## config.mk

```make
export PLATFORM = sky130hd
export DESIGN_NAME = qloe_isqrt
export DESIGN_NICKNAME = d
export VERILOG_FILES = /design/src/hdl/qloe_pkg.sv /design/src/hdl/qloe_isqrt.sv
export SDC_FILE = /design/constraint.sdc
export NUM_CORES = 2
export LEC_CHECK = 0
export ABC_AREA = 0
export BUFFER_PORTS_ARGS = -buffer_cell sky130_fd_sc_hd__buf_4
export CORE_ASPECT_RATIO = 1.75
export CORE_MARGIN = 5
export CORE_UTILIZATION = 30
export DETAILED_ROUTE_END_ITERATION = 16
export MAX_ROUTING_LAYER = met4
export PLACE_DENSITY = 0.44
export SLEW_MARGIN = 20
export SYNTH_ARGS = -nofsm -noshare
export SYNTH_HDL_FRONTEND = slang
export SYNTH_SLANG_ARGS = --single-unit
```

## constraint.sdc

```tcl
create_clock -name clk -period 6.4 [get_ports clk]
set_input_delay 0.64 -clock clk [delete_from_list [all_inputs] [get_ports clk]]
set_output_delay 0.64 -clock clk [all_outputs]
set_load 0.02 [all_outputs]
```

## src/hdl/qloe_pkg.sv

```systemverilog
// shared constants, types and helpers for the quaternion log orientation error core
package qloe_pkg;

    localparam int CORDIC_STAGES_DEF = 16;
    localparam int ISQ_IN_W = 50;
    localparam int ISQ_OUT_W = ISQ_IN_W / 2;
    localparam int MAG_W = 23;
    localparam int DIV_Q_W = 16;
    localparam logic [15:0] THR_RESET = 16'd66;

    // atan(2^-i) in Q2.30, rounded to nearest
    localparam logic [29:0] ATAN_TAB [32] = '{
        30'd843314857, 30'd497837829, 30'd263043837, 30'd133525159, 30'd67021687,
        30'd33543516, 30'd16775851, 30'd8388437, 30'd4194283, 30'd2097149,
        30'd1048576, 30'd524288, 30'd262144, 30'd131072, 30'd65536, 30'd32768,
        30'd16384, 30'd8192, 30'd4096, 30'd2048, 30'd1024, 30'd512, 30'd256,
        30'd128, 30'd64, 30'd32, 30'd16, 30'd8, 30'd4, 30'd2, 30'd1, 30'd0
    };

    typedef struct packed {
        logic [3:0][MAG_W-1:0] mag;
        logic [2:0]            neg;
        logic                  degen;
        logic [47:0]           vv;
        logic [48:0]           qq;
    } head_t;

    typedef struct packed {
        logic [2:0][MAG_W-1:0] mag;
        logic [2:0]            neg;
        logic                  degen;
        logic                  taylor;
        logic [ISQ_OUT_W-1:0]  vn;
        logic [ISQ_OUT_W-1:0]  qn;
    } side_t;

    typedef struct packed {
        logic [2:0] neg;
        logic       taylor;
        logic       degen;
        logic       zero;
    } ctl_t;

    // eight long-division steps by six: returns {quotient byte, remainder}
    function automatic logic [10:0] div6_byte(input logic [2:0] rem_in, input logic [7:0] bits);
        logic [3:0] r;
        logic [7:0] q;
        r = {1'b0, rem_in};
        q = '0;
        for (int i = 7; i >= 0; i--)
        begin
            r = {r[2:0], bits[i]};
            if (r >= 4'd6)
            begin
                r = r - 4'd6;
                q[i] = 1'b1;
            end
        end
        return {q, r[2:0]};
    endfunction

endpackage

```

## src/hdl/qloe_isqrt.sv

```systemverilog
// pipelined floor integer square root, one result bit per stage
module qloe_isqrt #(
    parameter int IN_W = qloe_pkg::ISQ_IN_W
) (
    input  logic              clk,
    input  logic              en,
    input  logic [IN_W-1:0]   radicand,
    output logic [IN_W/2-1:0] root
);

    localparam int RW = IN_W / 2;
    localparam int REM_W = RW + 3;

    logic [REM_W-1:0] rem_reg  [RW];
    logic [RW-1:0]    root_reg [RW];
    logic [IN_W-1:0]  val_reg  [RW];

    for (genvar s = 0; s < RW; s++)
    begin : g_step
        logic [REM_W-1:0] rem_prev;
        logic [REM_W-1:0] rem_sh;
        logic [REM_W-1:0] trial;
        logic [RW-1:0]    root_prev;
        logic [IN_W-1:0]  val_prev;

        if (s == 0)
        begin : g_first
            assign rem_prev  = '0;
            assign root_prev = '0;
            assign val_prev  = radicand;
        end
        else
        begin : g_next
            assign rem_prev  = rem_reg[s-1];
            assign root_prev = root_reg[s-1];
            assign val_prev  = val_reg[s-1];
        end

        assign rem_sh = {rem_prev[REM_W-3:0], val_prev[IN_W-1 -: 2]};
        assign trial  = {{(REM_W-RW-2){1'b0}}, root_prev, 2'b01};

        always_ff @(posedge clk)
        begin
            if (en)
            begin
                if (rem_sh >= trial)
                begin
                    rem_reg[s]  <= rem_sh - trial;
                    root_reg[s] <= {root_prev[RW-2:0], 1'b1};
                end
                else
                begin
                    rem_reg[s]  <= rem_sh;
                    root_reg[s] <= {root_prev[RW-2:0], 1'b0};
                end
                val_reg[s] <= val_prev << 2;
            end
        end
    end

    assign root = root_reg[RW-1];

endmodule

```

==> results.md <==
- Status: finished, final reports clean
- Worst-skew pair later-pin latency: 810 ps
- Multi-input logic area: between 0.02 and 0.025 mm²
- Initial Util: 0.3012
- Final period util: 0.7258
- Post-Syn Area: roughly 0.07 mm²
- GP Congestion: 0.9220
- Vias per cell: about 4.7
- Main flop type after synthesis: edfxtp_1
- Setup_tns: 0 ps
- Largest net degree at the start of global routing: 184
- P per Cell Area: around 350 mW/mm²
- Vias in the first global route: between 40000 and 50000
- Detailed Place HPWL: roughly 120000 µm
- Yosys reg bits: around 1500
- Clk buf depth: 4
- First-pass GRT wire length: 238300 µm
- Final Hold Viols: 0
- CTS tree: done
- Placed Instances: 8437
- R2R setup slack: roughly 1800 ps
- Routed wire per std cell: approximately 18 µm
- Share of layout cells above drive strength 1: 0.07706
- Arr. time, crit path: 5100 ps
- Worst-Margin Slew: between 1000 and 1500 ps
- Count of port buffers added during placement: 76
- Leak: 30.01 nW
- Reg2reg end: rem_reg[2][41]
- H-tree depth: 4
- Largest fanout on the critical path: 23
- Ports: between 70 and 80
- Register area: 0.04545 mm²
- Die H: between 600 and 700 µm
- Synthesized netlist cell count: 5345
- CTS Buf Count: around 160
- Die area: 0.2430 mm²
- Yosys warning total: 0
- Largest register FFs: 600
- Core box area: 0.2319 mm²
- GRT Total Usage: 0.1297
- Worst-path clk slew: roughly 60 ps
- Sequential-to-total area share from yosys stat: 0.6507
- DR DRC count: 0
- Setup crit end: rem_reg[2][41]
- FFs w/ async S/R, synth: 0
- Via count: 41374
- Syn Area/Cell: 13.07 µm²
- Rows: roughly 230
- Post-synth top area cell: edfxtp_1
- Count of final setup violators: 0
- Clock Tree Root: clkbuf_16
- Final Max Tran Viols: 0
- Worst R2R Start: rem_reg[2][0]
- Layout area overhead: 14.35%
- EDFF count, synth: 1513
- Final Total Pwr: 27.81 mW
- Initial antenna violation count: 4
- CTS Sinks: 1514
- Total congestion overflow: 0
- Commonest non-fill, non-tap cell in the layout: edfxtp_1
- Synth top area cells: edfxtp_1 65%, ha_1 6.3%, xor2_1 3.0%
- CP Launch Type: flop
- Antenna-violating nets left: 0
- Total Nets Final: approximately 6000
- Tmin final: about 4600 ps
- Worst Setup SP: rem_reg[2][0]
- Crit end category: flop
- Filler instances: around 23000
- TritonRoute pass-1 iters: 5
- Max-Cap Viols: 0
- Clock Skew: approximately 77 ps
- Worst hold path class: in2reg
- Non-Filler Instances: between 8000 and 9000
- 1st-iter DRT viols: 1490
- Net Count, Synth: around 5800
- Drt total wl: around 160000 µm
- Max VDD drop: between 0.2 and 0.25 mV
- Commonest non-fill, non-tap cells in the layout: 1513 x edfxtp_1, 427 x inv_1, 362 x nor2_1
- Top cell type's share of synthesized area: 0.6504
- Unrepaired setup endpoints after global routing: false
- Die Width: around 370 µm
- WP data required: roughly 7000 ps
- Crit path kind: reg2reg
- R2R cell count: 10
- Max_slew headroom: 0.2482
- Synth cell types: roughly 80
- Fmax: 215.3 MHz
- Post_cts resized: 0
power breakdown:
| part | switching, mW | internal, mW | leakage (nW) | total [mW] |
|---|---|---|---|---|
| Sequential | 0.715 | 12.5 | 14.6 | 13.2 |
| Combinational | 3.18 | 2.28 | 13.0 | 5.46 |
| Clock | 3.86 | 5.27 | 2.44 | 9.13 |
through the flow:
stage / area, µm² / hold WS [ps] / utilization / setup slack (ps)
6_report: 79870 / 153.7 / 0.3445 / 1755
5_1_grt: 79870 / 99.71 / 0.3444 / 1670
4_1_cts: 79850 / 55.37 / 0.3443 / 1746
3_5_place_dp: 74370 / 404.5 / 0.3207 / 1820
3_3_place_gp: 74350 / 400.1 / 0.3206 / 1824
2_1_floorplan: 69850 / 400.3 / - / 3202
critical path, stage by stage (launching register included):
cell and delay (ps):
edfxtp_1 390, ha_1 370, nor2b_1 170, o31a_1 280
o31ai_1 580, o211ai_1 320, a21oi_1 360, o31a_1 830
inv_1 670, nor2_1 270, a21oi_1 60
repair_timing:
item | CTS | global route
hold buffers | 48 | 0
buffers inserted | 0 | 0
endpoints found under the hold margin | 48 | 0
Yosys cell counts (all sizes together) (6+ instances only):
master / count
and2: 14
and3: 27
mux2: 52
nor2b: 50
a31o: 8
edfxtp: 1513
o2111ai: 6
o22ai: 6
nand4b: 11
nand2: 340
a21oi: 348
or2: 29
nand4: 48
nor3: 134
inv: 427
nor4b: 8
nand3: 80
ha: 353
nand2b: 63
o31a: 11
clkbuf: 98
nor2: 362
or4: 36
o211ai: 22
xnor2: 240
xor2: 243
nor3b: 12
a211oi: 27
a41oi: 7
or3: 56
nor4: 72
o21bai: 31
and4: 7
a31oi: 27
o21ai: 251
nand3b: 14
a21boi: 12
o31ai: 25
a21o: 130
o21a: 73
how the worst min path moves through the flow:
stage                         start              end  slack, ps  cells past startpoint
detailed placement  val_reg[0][166]  val_reg[0][216]        400                      0
floorplan            val_reg[0][50]  val_reg[0][100]        400                      0
finish                 radicand[49]    rem_reg[0][1]        150                      3
global route           radicand[49]    rem_reg[0][1]        100                      3
global placement    val_reg[1][117]  val_reg[1][167]        400                      0
CTS                    radicand[49]    rem_reg[0][1]         60                      3
cell type report:
class / count / area share
repair buffers: 175 / 0.01883
clock buffers: 197 / 0.05267
well taps: 3068 / 0.04806
inverters: 430 / 0.02021
flip-flops and latches: 1514 / 0.5691
diodes: 7 / 0.0002193
clock inverters: 83 / 0.009932
multi-input cells: 3298 / 0.2810
routing by layer:
layer / GRT usage / wire length (µm) / vias up
li1: - / - / 20145
met1: 0.09073 / 44130 / 19951
met2: 0.2768 / 96690 / 733
met3: 0.01772 / 4492 / 545
met4: 0.09427 / 12660 / 0
met5: - / 0 / -
cells by family after synthesis:
family | Yosys count | synth area share
AOI/OAI and AO/OA | 1035 | 0.09103
and+or+nand+nor | 1370 | 0.09669
muxes | 57 | 0.009100
adders and majority gates | 353 | 0.06323
xor gates and xnor gates | 483 | 0.06056
buffers and inverters | 533 | 0.02866
DFF | 1514 | 0.6507
Note: power is estimated with default switching activity, not from simulation.
